$ cat src/hdl/ahfe_pkg.sv
package ahfe_pkg;

    localparam int MAX_PAYLOAD_DEF = 249;
    localparam int QUEUE_DEPTH_DEF = 2;

    localparam int CFG_ADDR_W = 4;
    localparam int CFG_DATA_W = 32;

    localparam logic [1:0] REG_VERSION = 2'd0;
    localparam logic [1:0] REG_ADDRESS = 2'd1;
    localparam logic [1:0] REG_DEVTYPE = 2'd2;

    localparam logic [7:0] VERSION_RST = 8'h20;
    localparam logic [7:0] ADDRESS_RST = 8'h01;
    localparam logic [7:0] DEVTYPE_RST = 8'h41;

    localparam logic [7:0] SOI_CHAR = 8'h7E;
    localparam logic [7:0] EOI_CHAR = 8'h0D;
    localparam logic [7:0] ERR_CHAR = 8'h00;

    localparam logic OP_START = 1'b0;
    localparam logic OP_BYTE  = 1'b1;

    localparam logic [1:0] KIND_START = 2'd0;
    localparam logic [1:0] KIND_BYTE  = 2'd1;
    localparam logic [1:0] KIND_ERR   = 2'd2;

    typedef struct packed {
        logic [1:0]  kind;
        logic        close;
        logic [7:0]  data;
        logic [15:0] len_word;
    } cmd_t;

    function automatic logic [7:0] nib_char(input logic [3:0] n);
        logic [7:0] v;
        v = {4'h0, n};
        return (n < 4'd10) ? v + 8'h30 : v + 8'h37;
    endfunction

    function automatic logic [15:0] len_word(input logic [7:0] plen);
        logic [11:0] lenid;
        logic [3:0]  s;
        lenid = {3'b000, plen, 1'b0};
        s = lenid[11:8] + lenid[7:4] + lenid[3:0];
        return {4'h0 - s, lenid};
    endfunction

endpackage

$ cat src/hdl/ahfe_front.sv
module ahfe_front #(
    parameter int MAX_PAYLOAD = ahfe_pkg::MAX_PAYLOAD_DEF
) (
    input  logic           clk,
    input  logic           rst_n,
    input  logic           in_valid,
    output logic           in_stall,
    input  logic           op,
    input  logic [7:0]     command_code,
    input  logic [7:0]     payload_length,
    input  logic [7:0]     payload_byte,
    input  logic           q_full,
    output logic           push,
    output ahfe_pkg::cmd_t push_cmd
);

    logic       in_frame_reg;
    logic       in_frame_next;
    logic [7:0] bytes_left_reg;
    logic [7:0] bytes_left_next;
    logic       accept;

    assign in_stall = q_full;
    assign accept   = in_valid && !q_full;

    always_comb
    begin
        in_frame_next     = in_frame_reg;
        bytes_left_next   = bytes_left_reg;
        push              = 1'b0;
        push_cmd.kind     = ahfe_pkg::KIND_ERR;
        push_cmd.close    = 1'b0;
        push_cmd.data     = payload_byte;
        push_cmd.len_word = ahfe_pkg::len_word(payload_length);
        if (accept)
        begin
            if (op == ahfe_pkg::OP_START)
            begin
                push = 1'b1;
                if (payload_length > 8'(MAX_PAYLOAD))
                begin
                    push_cmd.kind = ahfe_pkg::KIND_ERR;
                end
                else
                begin
                    push_cmd.kind   = ahfe_pkg::KIND_START;
                    push_cmd.data   = command_code;
                    push_cmd.close  = (payload_length == 8'd0);
                    in_frame_next   = (payload_length != 8'd0);
                    bytes_left_next = payload_length;
                end
            end
            else if (in_frame_reg)
            begin
                push            = 1'b1;
                push_cmd.kind   = ahfe_pkg::KIND_BYTE;
                push_cmd.close  = (bytes_left_reg == 8'd1);
                bytes_left_next = bytes_left_reg - 8'd1;
                in_frame_next   = (bytes_left_reg != 8'd1);
            end
        end
    end

    always_ff @(posedge clk or negedge rst_n)
    begin
        if (!rst_n)
        begin
            in_frame_reg   <= 1'b0;
            bytes_left_reg <= 8'd0;
        end
        else
        begin
            in_frame_reg   <= in_frame_next;
            bytes_left_reg <= bytes_left_next;
        end
    end

endmodule

$ cat src/hdl/ahfe_queue.sv
module ahfe_queue #(
    parameter int DEPTH = ahfe_pkg::QUEUE_DEPTH_DEF
) (
    input  logic           clk,
    input  logic           rst_n,
    input  logic           push,
    input  ahfe_pkg::cmd_t push_cmd,
    output logic           full,
    input  logic           pop,
    output logic           valid,
    output ahfe_pkg::cmd_t head
);

    localparam int PTR_W = (DEPTH > 1) ? $clog2(DEPTH) : 1;
    localparam int CNT_W = $clog2(DEPTH + 1);

    ahfe_pkg::cmd_t   mem_reg [DEPTH];
    logic [PTR_W-1:0] wr_ptr_reg;
    logic [PTR_W-1:0] wr_ptr_next;
    logic [PTR_W-1:0] rd_ptr_reg;
    logic [PTR_W-1:0] rd_ptr_next;
    logic [CNT_W-1:0] count_reg;
    logic [CNT_W-1:0] count_next;

    assign full  = (count_reg == CNT_W'(DEPTH));
    assign valid = (count_reg != '0);
    assign head  = mem_reg[rd_ptr_reg];

    always_comb
    begin
        wr_ptr_next = wr_ptr_reg;
        rd_ptr_next = rd_ptr_reg;
        count_next  = count_reg;
        if (push)
        begin
            wr_ptr_next = (wr_ptr_reg == PTR_W'(DEPTH - 1)) ? '0 : wr_ptr_reg + 1'b1;
        end
        if (pop)
        begin
            rd_ptr_next = (rd_ptr_reg == PTR_W'(DEPTH - 1)) ? '0 : rd_ptr_reg + 1'b1;
        end
        if (push && !pop)
        begin
            count_next = count_reg + 1'b1;
        end
        else if (pop && !push)
        begin
            count_next = count_reg - 1'b1;
        end
    end

    always_ff @(posedge clk or negedge rst_n)
    begin
        if (!rst_n)
        begin
            wr_ptr_reg <= '0;
            rd_ptr_reg <= '0;
            count_reg  <= '0;
        end
        else
        begin
            wr_ptr_reg <= wr_ptr_next;
            rd_ptr_reg <= rd_ptr_next;
            count_reg  <= count_next;
        end
    end

    always_ff @(posedge clk)
    begin
        if (push)
        begin
            mem_reg[wr_ptr_reg] <= push_cmd;
        end
    end

endmodule

$ cat src/hdl/ahfe_back.sv
module ahfe_back (
    input  logic           clk,
    input  logic           rst_n,
    input  logic           q_valid,
    input  ahfe_pkg::cmd_t q_cmd,
    output logic           q_pop,
    input  logic [7:0]     protocol_version,
    input  logic [7:0]     station_address,
    input  logic [7:0]     device_type,
    output logic           out_valid,
    input  logic           out_stall,
    output logic [7:0]     out_char,
    output logic           last,
    output logic           length_error
);

    localparam logic [1:0] PH_SOI = 2'd0;
    localparam logic [1:0] PH_HEX = 2'd1;
    localparam logic [1:0] PH_TRL = 2'd2;
    localparam logic [1:0] PH_ERR = 2'd3;

    localparam logic [2:0] HDR_LAST_IDX = 3'd5;
    localparam logic [2:0] TRL_EOI_IDX  = 3'd4;

    logic           busy_reg;
    logic           busy_next;
    logic [1:0]     phase_reg;
    logic [1:0]     phase_next;
    logic [2:0]     idx_reg;
    logic [2:0]     idx_next;
    logic           half_reg;
    logic           half_next;
    logic [15:0]    sum_reg;
    logic [15:0]    sum_next;
    ahfe_pkg::cmd_t cur_reg;
    ahfe_pkg::cmd_t cur_next;
    logic           out_valid_reg;
    logic           out_valid_next;
    logic [7:0]     out_char_reg;
    logic [7:0]     out_char_next;
    logic           out_last_reg;
    logic           out_last_next;
    logic           out_err_reg;
    logic           out_err_next;

    ahfe_pkg::cmd_t cur;
    logic [1:0]     ph;
    logic [2:0]     i;
    logic           h;
    logic           active;
    logic           advance;
    logic [7:0]     hex_byte;
    logic [7:0]     hex_char;
    logic [15:0]    chk;
    logic [7:0]     trl_char;

    assign out_valid    = out_valid_reg;
    assign out_char     = out_char_reg;
    assign last         = out_last_reg;
    assign length_error = out_err_reg;

    assign cur     = busy_reg ? cur_reg : q_cmd;
    assign active  = busy_reg || q_valid;
    assign advance = active && (!out_valid_reg || !out_stall);
    assign q_pop   = advance && !busy_reg;
    assign chk     = 16'h0000 - sum_reg;

    always_comb
    begin
        if (busy_reg)
        begin
            ph = phase_reg;
            i  = idx_reg;
            h  = half_reg;
        end
        else
        begin
            i = 3'd0;
            h = 1'b0;
            case (cur.kind)
                ahfe_pkg::KIND_START: ph = PH_SOI;
                ahfe_pkg::KIND_BYTE:  ph = PH_HEX;
                default:              ph = PH_ERR;
            endcase
        end
    end

    always_comb
    begin
        if (cur.kind == ahfe_pkg::KIND_BYTE)
        begin
            hex_byte = cur.data;
        end
        else
        begin
            case (i)
                3'd0:    hex_byte = protocol_version;
                3'd1:    hex_byte = station_address;
                3'd2:    hex_byte = device_type;
                3'd3:    hex_byte = cur.data;
                3'd4:    hex_byte = cur.len_word[15:8];
                default: hex_byte = cur.len_word[7:0];
            endcase
        end
        hex_char = ahfe_pkg::nib_char(h ? hex_byte[3:0] : hex_byte[7:4]);
        case (i)
            3'd0:    trl_char = ahfe_pkg::nib_char(chk[15:12]);
            3'd1:    trl_char = ahfe_pkg::nib_char(chk[11:8]);
            3'd2:    trl_char = ahfe_pkg::nib_char(chk[7:4]);
            3'd3:    trl_char = ahfe_pkg::nib_char(chk[3:0]);
            default: trl_char = ahfe_pkg::EOI_CHAR;
        endcase
    end

    always_comb
    begin
        busy_next      = busy_reg;
        phase_next     = phase_reg;
        idx_next       = idx_reg;
        half_next      = half_reg;
        sum_next       = sum_reg;
        cur_next       = cur_reg;
        out_valid_next = out_valid_reg;
        out_char_next  = out_char_reg;
        out_last_next  = out_last_reg;
        out_err_next   = out_err_reg;
        if (advance)
        begin
            cur_next       = cur;
            busy_next      = 1'b1;
            out_valid_next = 1'b1;
            out_last_next  = 1'b0;
            out_err_next   = 1'b0;
            case (ph)
                PH_SOI:
                begin
                    out_char_next = ahfe_pkg::SOI_CHAR;
                    sum_next      = 16'h0000;
                    phase_next    = PH_HEX;
                    idx_next      = 3'd0;
                    half_next     = 1'b0;
                end
                PH_HEX:
                begin
                    out_char_next = hex_char;
                    sum_next      = sum_reg + {8'h00, hex_char};
                    phase_next    = PH_HEX;
                    idx_next      = i;
                    half_next     = 1'b0;
                    if (!h)
                    begin
                        half_next = 1'b1;
                    end
                    else if (cur.kind == ahfe_pkg::KIND_START && i != HDR_LAST_IDX)
                    begin
                        idx_next = i + 3'd1;
                    end
                    else if (cur.close)
                    begin
                        phase_next = PH_TRL;
                        idx_next   = 3'd0;
                    end
                    else
                    begin
                        out_last_next = 1'b1;
                        busy_next     = 1'b0;
                    end
                end
                PH_TRL:
                begin
                    out_char_next = trl_char;
                    phase_next    = PH_TRL;
                    if (i == TRL_EOI_IDX)
                    begin
                        out_last_next = 1'b1;
                        busy_next     = 1'b0;
                    end
                    else
                    begin
                        idx_next = i + 3'd1;
                    end
                end
                default:
                begin
                    out_char_next = ahfe_pkg::ERR_CHAR;
                    out_last_next = 1'b1;
                    out_err_next  = 1'b1;
                    busy_next     = 1'b0;
                end
            endcase
        end
        else if (!out_stall)
        begin
            out_valid_next = 1'b0;
        end
    end

    always_ff @(posedge clk or negedge rst_n)
    begin
        if (!rst_n)
        begin
            busy_reg      <= 1'b0;
            phase_reg     <= PH_SOI;
            idx_reg       <= 3'd0;
            half_reg      <= 1'b0;
            sum_reg       <= 16'h0000;
            out_valid_reg <= 1'b0;
        end
        else
        begin
            busy_reg      <= busy_next;
            phase_reg     <= phase_next;
            idx_reg       <= idx_next;
            half_reg      <= half_next;
            sum_reg       <= sum_next;
            out_valid_reg <= out_valid_next;
        end
    end

    always_ff @(posedge clk)
    begin
        cur_reg      <= cur_next;
        out_char_reg <= out_char_next;
        out_last_reg <= out_last_next;
        out_err_reg  <= out_err_next;
    end

    a_err_single: assert property (@(posedge clk) disable iff (!rst_n)
        (out_valid_reg && out_err_reg) |-> (out_last_reg && out_char_reg == ahfe_pkg::ERR_CHAR))
        else $error("length error transaction is not a single zero character");

    a_busy_phase: assert property (@(posedge clk) disable iff (!rst_n)
        busy_reg |-> (phase_reg != PH_ERR))
        else $error("sequencer busy in error phase");

    a_eoi_ends: assert property (@(posedge clk) disable iff (!rst_n)
        (advance && ph == PH_TRL && i == TRL_EOI_IDX) |=>
            (!busy_reg && out_last_reg && out_char_reg == ahfe_pkg::EOI_CHAR))
        else $error("frame did not close on EOI");

endmodule

$ cat src/hdl/ascii_hex_frame_encoder_core.sv
// ASCII-hex frame encoder. A start transaction (op 0) produces SOI, twelve
// hex characters of header and, for an empty payload, four checksum
// characters and EOI; each payload transaction (op 1) produces two hex
// characters, plus checksum and EOI after the final byte. A start with a
// length above MAX_PAYLOAD produces one character 0 flagged length_error.
// The back end emits one character per cycle while out_stall is low and
// commands are waiting; the front end accepts a transaction every cycle
// while its QUEUE_DEPTH-entry command queue has room. Version, address
// and device type sit in APB registers at 0x0, 0x4 and 0x8.
module ascii_hex_frame_encoder_core #(
    parameter int MAX_PAYLOAD = ahfe_pkg::MAX_PAYLOAD_DEF,
    parameter int QUEUE_DEPTH = ahfe_pkg::QUEUE_DEPTH_DEF
) (
    input  logic                            clk,
    input  logic                            rst_n,
    input  logic                            psel,
    input  logic                            penable,
    input  logic                            pwrite,
    input  logic [ahfe_pkg::CFG_ADDR_W-1:0] paddr,
    input  logic [ahfe_pkg::CFG_DATA_W-1:0] pwdata,
    output logic [ahfe_pkg::CFG_DATA_W-1:0] prdata,
    output logic                            pready,
    input  logic                            in_valid,
    output logic                            in_stall,
    input  logic                            op,
    input  logic [7:0]                      command_code,
    input  logic [7:0]                      payload_length,
    input  logic [7:0]                      payload_byte,
    output logic                            out_valid,
    input  logic                            out_stall,
    output logic [7:0]                      out_char,
    output logic                            last,
    output logic                            length_error
);

    logic [7:0]     version_reg;
    logic [7:0]     address_reg;
    logic [7:0]     devtype_reg;
    logic           cfg_write;
    logic [7:0]     rd_byte;

    logic           push;
    ahfe_pkg::cmd_t push_cmd;
    logic           q_full;
    logic           q_pop;
    logic           q_valid;
    ahfe_pkg::cmd_t q_head;

    assign pready    = 1'b1;
    assign cfg_write = psel && penable && pwrite;

    always_comb
    begin
        case (paddr[3:2])
            ahfe_pkg::REG_VERSION: rd_byte = version_reg;
            ahfe_pkg::REG_ADDRESS: rd_byte = address_reg;
            ahfe_pkg::REG_DEVTYPE: rd_byte = devtype_reg;
            default:               rd_byte = 8'h00;
        endcase
        prdata = {{(ahfe_pkg::CFG_DATA_W - 8){1'b0}}, rd_byte};
    end

    always_ff @(posedge clk or negedge rst_n)
    begin
        if (!rst_n)
        begin
            version_reg <= ahfe_pkg::VERSION_RST;
            address_reg <= ahfe_pkg::ADDRESS_RST;
            devtype_reg <= ahfe_pkg::DEVTYPE_RST;
        end
        else if (cfg_write)
        begin
            case (paddr[3:2])
                ahfe_pkg::REG_VERSION: version_reg <= pwdata[7:0];
                ahfe_pkg::REG_ADDRESS: address_reg <= pwdata[7:0];
                ahfe_pkg::REG_DEVTYPE: devtype_reg <= pwdata[7:0];
                default:
                begin
                end
            endcase
        end
    end

    ahfe_front #(
        .MAX_PAYLOAD(MAX_PAYLOAD)
    ) u_front (
        .clk           (clk),
        .rst_n         (rst_n),
        .in_valid      (in_valid),
        .in_stall      (in_stall),
        .op            (op),
        .command_code  (command_code),
        .payload_length(payload_length),
        .payload_byte  (payload_byte),
        .q_full        (q_full),
        .push          (push),
        .push_cmd      (push_cmd)
    );

    ahfe_queue #(
        .DEPTH(QUEUE_DEPTH)
    ) u_queue (
        .clk     (clk),
        .rst_n   (rst_n),
        .push    (push),
        .push_cmd(push_cmd),
        .full    (q_full),
        .pop     (q_pop),
        .valid   (q_valid),
        .head    (q_head)
    );

    ahfe_back u_back (
        .clk             (clk),
        .rst_n           (rst_n),
        .q_valid         (q_valid),
        .q_cmd           (q_head),
        .q_pop           (q_pop),
        .protocol_version(version_reg),
        .station_address (address_reg),
        .device_type     (devtype_reg),
        .out_valid       (out_valid),
        .out_stall       (out_stall),
        .out_char        (out_char),
        .last            (last),
        .length_error    (length_error)
    );

endmodule

$ cat config.mk
export PLATFORM = sky130hd
export DESIGN_NAME = ascii_hex_frame_encoder_core
export DESIGN_NICKNAME = d
export VERILOG_FILES = /design/src/hdl/ahfe_pkg.sv /design/src/hdl/ahfe_front.sv /design/src/hdl/ahfe_queue.sv /design/src/hdl/ahfe_back.sv /design/src/hdl/ascii_hex_frame_encoder_core.sv
export SDC_FILE = /design/constraint.sdc
export NUM_CORES = 1
export LEC_CHECK = 0
export BUFFER_PORTS_ARGS = -buffer_cell sky130_fd_sc_hd__buf_2
export CORE_ASPECT_RATIO = 1.5
export CORE_MARGIN = 2
export CORE_UTILIZATION = 53
export DETAILED_ROUTE_END_ITERATION = 6
export PLACE_DENSITY_LB_ADDON = 0.08
export SYNTH_ARGS = -nofsm -noshare
export SYNTH_HDL_FRONTEND = slang
export SYNTH_SLANG_ARGS = --single-unit
$ cat constraint.sdc
create_clock -name clk -period 5.6 [get_ports clk]
set_input_delay 0.28 -clock clk [delete_from_list [all_inputs] [get_ports clk]]
set_output_delay 0.28 -clock clk [all_outputs]
set_load 0.05 [all_outputs]
==> flow_summary.toml, run 1 <==
[cts]
cts_max_level = 4
clkSinkCount = 143
clk_pin_slew_ns = 0.07
hold_buffers = 0
worstSkewPairLatency_ns = 0.44
cts_tree = "yes"
cts_buffer_depth = 2
cts-root-buf = "clkbuf_16"
post_cts_buffers = 0
cts_buffers = 17
cts_resized = 0

[floorplan]
rows = 57
initial_utilization_pct = 54.53
core-area_mm2 = 0.01626
die_w_um = 109.6
io_pins = 113
die_h_um = 162.4
die_area_mm2 = 0.01780

[sta]
setup_ws_ns = 0.2941
hold_viol_final = 0
final.min_clock_period_ns = 5.306
finalCritPeriodShare_pct = 94.75
setup_violations = 0
drv_slew = 0
fin_tns_setup_ns = 0
worst_pin_slew_ns = 1.324
timing.hold.ws_ns = 0.02381
rsz0062_at_grt = "no"
fmax_ghz = 0.1885
relSlewSlack_pct = 11.07
clock_skew_ns = 0.02017

[detailed_routing]
drcViolationCount = 0
wl_met3_um = 762
drt-initial-drc-count = 496
dr.pass1.iters = 6
post_drt_wl_per_cell_um = 19.61
top_layer = "met4"
vias_per_cell = 6.038
ant_nets = 0
routed_wl_um = 21500
wl_met2_um = 12070
vias = 6618
wirelength_met1_um = 7867

[worst_setup_path]
cp_slowest_cell = "a222oi_1"
crit_type = "flip-flop to flip-flop"
crit_chain = "nand2_1 -> inv_1 -> ha_1 -> a222oi_1 -> o21a_1 -> a22oi_1 -> o221ai_1 -> a32oi_1 -> inv_1 -> ha_1 -> nor3b_1 -> mux2i_1 -> inv_1 -> ha_1 -> a21o_1 -> a21o_1 -> a2111oi_1 -> buf_4 -> nor2_1 -> mux2i_1 -> o21ai_0"
arrival_ns = 5.65
max_stage_delay_ns = 0.67
cp-startpoint = "u_back.idx_reg[0]$_DFFE_PN0P_"
critPathLaunchType = "flip-flop"
setup.worst_path.end_class = "flip-flop"
ff2ff_setup_slack_ns = 0.29
cp_data_required_time_ns = 5.95
path_max_fanout = 14
r2r-start = "u_back.idx_reg[0]$_DFFE_PN0P_"

[layout]
area_delta_synth_final_pct = 9.496
nFillCells = 1416
antenna_cells = 0
design_area_mm2 = 0.009709
largest_reg_flops = 46
drive_above_1_share_pct = 19.78
fin_util_pct = 59.71
num-nets-final = 979

[synth]
synth-adder-area-share_pct = 4.882
avgSynthCellArea_um2 = 10.66
synth_mux_area_share_pct = 9.440
yosysWarningCount = 0
synthCells = 832
ys_top_cells_by_area = "edfxtp_1 28%, dfrtp_1 16%, mux2_2 5.6%, ha_1 4.7%, mux2i_1 3.7%"
synth_top_area_share_pct = 27.77
seq_area_frac_synth_pct = 45.04
synth_edf_count = 82
synth-simple-area-share_pct = 12.84
synth_ff_type = "edfxtp_1"
syn_area_mm2 = 0.008867
yosysTopAreaCell = "edfxtp_1"
synth_compound_area_share_pct = 16.17
synth_top_family_by_area = "compound AO/OA/AOI/OAI gates"
synth-xor-area-share_pct = 4.050
synth_seq_cells = 143
synth.distinct_cells = 91
synthArstFlopShare_pct = 42.66

[pwr]
power_leakage_nw = 3.981
ir_worst_vdd_mv = 0.3586
cellPowerDensity_mw_per_mm2 = 610.6

[place]
post_dp_cell_area_mm2 = 0.009125
portBuffers = 60
hpwl_um = 15530
place_congestion = 0.9164
place_ws_ns = 0.4243

[run_status]
outcome = "finished, final reports clean"

[job]
max_cap_viol_count = 0

[grt]
grt.total_usage_pct = 24.97
antenna_found_initial = 0
grt_start_max_net_pins = 62
grt_pass1_vias = 6577
grt_first_pass_wirelength_um = 33820
grt_overflow = 0

[worst_hold_path]
worstHoldPathType = "input port to asynchronous set/reset pin"
-- cells by family (layout without fill, tap and decap cells) --
family                     after synthesis  after routing
AOI/OAI and AO/OA                      198            198
xor gates and xnor gates                41             41
adders and majority gates               34             34
buffers and inverters                  119            153
DFF                                    143            143
muxes                                   78             78
other                                    2             26
and+or+nand+nor                        217            217
-- layout by cell type (no fill, tap or decap), types with 17 or more instances in the layout --
| cell | Yosys | final |
|---|---|---|
| edfxtp_1 | 82 | 82 |
| nand2_1 | 72 | 72 |
| buf_2 | 10 | 60 |
| dfrtp_1 | 57 | 57 |
| inv_1 | 48 | 48 |
| o21ai_0 | 48 | 48 |
| nor2_1 | 46 | 46 |
| mux2_2 | 44 | 44 |
| mux2i_1 | 33 | 33 |
| ha_1 | 33 | 33 |
| conb_1 | 2 | 26 |
| a21oi_1 | 24 | 24 |
| xnor2_1 | 22 | 22 |
| xor2_1 | 19 | 19 |
| clkbuf_16 | 1 | 17 |
-- worst paths after layout --
path / endpoint / cells past startpoint
min: u_back.sum_reg[14]$_DFFE_PN0P_ / 2
max reg2reg: u_back.sum_reg[7]$_DFFE_PN0P_ / 21
max: u_back.sum_reg[7]$_DFFE_PN0P_ / 21
min reg2reg: u_queue.wr_ptr_reg$_DFFE_PN0P_ / 1
max in group asynchronous: u_back.sum_reg[4]$_DFFE_PN0P_ / 2
min in group clk: devtype_reg[4]$_DFFE_PN0P_ / 2
-- area by class of cell --
type / count / area [um2] / area share [%]
timing repair buffer: 70 / 375.4 / 3.866
tap: 206 / 257.7 / 2.655
clock buffer: 17 / 425.4 / 4.381
multi-input combinational: 594 / 4304 / 44.33
clock inverter: 15 / 158.9 / 1.637
inverter: 51 / 193.9 / 1.997
sequential: 143 / 3994 / 41.13
-- per-layer routing --
metal	vias up	GRT usage (%)
met3	51	4.482
met4	0	11.68
met5	-	0
li1	3112	-
met1	3251	26.31
met2	204	46.75
-- critical path: cells and delay by family (launching register included) --
kind	cells	cell delay, ns
AOI/OAI and AO/OA	9	2.40
DFF	1	0.42
adders and majority gates	3	0.95
muxes	2	0.47
and+or+nand+nor	3	0.45
buffers and inverters	4	0.52
-- Yosys cell counts (19+ instances only) --
cell / count
xnor2_1: 22
inv_1: 48
o21ai_0: 48
dfrtp_1: 57
a21oi_1: 24
nand2_1: 72
edfxtp_1: 82
nor2_1: 46
mux2i_1: 33
xor2_1: 19
mux2_2: 44
buf_4: 33
ha_1: 33
-- stage by stage --
stage | std cells | total power, mW
after global placement | 1064 | 4.632
final | 1096 | 5.928
after floorplan | 856 | 4.042
after detailed placement | 1064 | 4.747
after CTS | 1096 | 5.914
after global routing | 1096 | 6.280
-- where the power goes --
group	leakage (nW)	internal, mW	switching (mW)
clock network	0.273	0.661	0.480
logic	2.17	1.08	1.85
registers	1.54	1.58	0.277
No activity file was read; power rests on OpenSTA's default activity.
==> inputs of run 2 (changes only) <==
--- a/config.mk
+++ b/config.mk
@@ -10,6 +10,7 @@
 export CORE_MARGIN = 2
 export CORE_UTILIZATION = 53
 export DETAILED_ROUTE_END_ITERATION = 6
+export HOLD_SLACK_MARGIN = 0.06
 export PLACE_DENSITY_LB_ADDON = 0.08
 export SYNTH_ARGS = -nofsm -noshare
 export SYNTH_HDL_FRONTEND = slang
==> run 2 against run 1 <==
The flow now finishes with violations (DRC). Fmax down 0.40%. Non-clock buffer count up 1. Final area up 0.10%. Wire length down 0.48%. Sequential cell count unchanged. Combinational power about the same. Critical path type unchanged. Critical endpoint unchanged. Largest cell class unchanged. Largest power group unchanged.
==> flow_summary.toml, run 2 (synthesis gave the netlist of run 1 again) <==
[worst_setup_path]
crit_type = "flip-flop to flip-flop"
r2r_end = "u_back.sum_reg[7]$_DFFE_PN0P_"
reg2regPathDepth = 19
cp_data_required_time_ns = 5.95
cp-startpoint = "u_back.idx_reg[0]$_DFFE_PN0P_"
arrival_ns = 5.68
r2r-start = "u_back.idx_reg[0]$_DFFE_PN0P_"
setup.worst_path.end_class = "flip-flop"
ff2ff_setup_slack_ns = 0.27
setup.worst_path.end = "u_back.sum_reg[7]$_DFFE_PN0P_"
critPathLaunchType = "flip-flop"
path_max_fanout = 14

[layout]
final_common_cell = "edfxtp_1"
area_delta_synth_final_pct = 9.609
largest_reg_flops = 46
mostFrequentLayoutCells = "82 x edfxtp_1, 72 x nand2_1, 60 x buf_2, 57 x dfrtp_1"
multi_input_area_mm2 = 0.004304
antenna_cells = 0
drive_above_1_share_pct = 19.75
nFillCells = 1415
seq_area_mm2 = 0.003994
stdcell_count = 1097
num-nets-final = 980

[detailed_routing]
ant_nets = 0
post_drt_wl_per_cell_um = 19.50
routed_wl_um = 21390
vias_per_cell = 6.035
drt-initial-drc-count = 469
dr.pass1.iters = 7
vias = 6620
drcViolationCount = 1

[place]
dp_cells = 1064
hpwl_um = 15530
place_congestion = 0.9164
portBuffers = 60

[floorplan]
die_w_um = 109.6
die_h_um = 162.4
core-area_mm2 = 0.01626
initial_utilization_pct = 54.53
io_pins = 113
rows = 57
die_area_mm2 = 0.01780

[grt]
grt_overflow = 0
grt_start_max_net_pins = 62
grt_first_pass_wirelength_um = 33840
antenna_found_initial = 0
grt.total_usage_pct = 24.99
grt_pass1_vias = 6589

[cts]
clkSinkCount = 143
cts_buffer_depth = 2
clk_pin_slew_ns = 0.07
cts_resized = 0
cts-root-buf = "clkbuf_16"
worstSkewPairLatency_ns = 0.44
cts_buffers = 17
cts_max_level = 4
cts_tree = "yes"

[job]
max_cap_viol_count = 0

[sta]
finalCritPeriodShare_pct = 95.13
drv_slew = 0
rsz0062_at_grt = "no"
clock_skew_ns = 0.01492
timing.hold.ws_ns = 0.1096
relSlewSlack_pct = 11.05
fin_tns_setup_ns = 0
final.min_clock_period_ns = 5.327
fmax_ghz = 0.1877
setup_violations = 0
hold_viol_final = 0
worst_pin_slew_ns = 1.324

[pwr]
ir_worst_vdd_mv = 0.3547
cellPowerDensity_mw_per_mm2 = 609.5
p_total_mw = 5.924
power_leakage_nw = 3.985

[worst_hold_path]
worstHoldPathType = "input port to flip-flop"
min_from = "pwdata[4]"

[run_status]
violations = "DRC"
outcome = "complete, but fails checks"
run 2: cell count changes in the layout (fill, tap and decap cells not counted):
| cell | before | now |
|---|---|---|
| dlygate4sd3_1 | 0 | 1 |
run 2: worst min-delay path by stage:
stage,end,slack [ns],cells past startpoint
2_1_floorplan,address_reg[1]$_DFFE_PN0P_,-0.02,0
3_3_place_gp,u_back.sum_reg[13]$_DFFE_PN0P_,0.50,2
3_5_place_dp,u_queue.wr_ptr_reg$_DFFE_PN0P_,0.50,1
4_1_cts,u_queue.mem_reg[0][3]$_DFFE_PP_,0.1,1
5_1_grt,u_queue.mem_reg[1][3]$_DFFE_PP_,0.10,1
6_report,devtype_reg[4]$_DFFE_PN0P_,0.11,2
run 2: critical path, cell delays in order, from the launching register on:
cell and delay [ns]:
dfrtp_1 0.42, nand2_1 0.14, inv_1 0.10, ha_1 0.43, a222oi_1 0.54, o22a_1 0.22
a221oi_1 0.08, a211oi_2 0.48, ha_1 0.30, nor3b_1 0.25, mux2i_1 0.33, inv_1 0.08
ha_1 0.32, a21o_1 0.20, a21o_1 0.21, a2111oi_1 0.51, buf_4 0.24, nor2_1 0.06
mux2i_1 0.14, o21ai_0 0.18
run 2: where the power goes:
group | switching [mW] | internal, mW
clock | 0.482 | 0.661
combinational | 1.85 | 1.08
sequential | 0.276 | 1.58
total | 2.60 | 3.32
run 2: cell type report:
class | count | area share [%]
inverter | 51 | 1.995
timing repair buffer | 71 | 3.965
clock inverter | 15 | 1.635
clock buffer | 17 | 4.377
multi-input combinational | 594 | 44.28
tap | 206 | 2.652
sequential | 143 | 41.09
run 2: metrics by stage:
| stage | cell area (um2) | setup WS, ns | utilization [%] |
|---|---|---|---|
| floorplan | 8957 | 0.3764 | - |
| global placement | 9125 | 0.5503 | 56.12 |
| detailed placement | 9125 | 0.4243 | 56.12 |
| CTS | 9719 | 0.3424 | 59.77 |
| global route | 9719 | 0.05927 | 59.77 |
| finish | 9719 | 0.2727 | 59.77 |
run 2: timing repair:
item | 4_1_cts | 5_1_grt
buffers inserted | 0 | 0
endpoints found under the hold margin | 9 | 0
hold buffers | 1 | 0
run 2: routing by layer:
layer | vias up | share of wire [%] | GRT usage (%)
met5 | - | 0 | 0
met4 | 0 | 4.4 | 11.68
met3 | 63 | 3.3 | 4.482
met2 | 212 | 55 | 46.80
met1 | 3236 | 37 | 26.31
li1 | 3109 | - | -
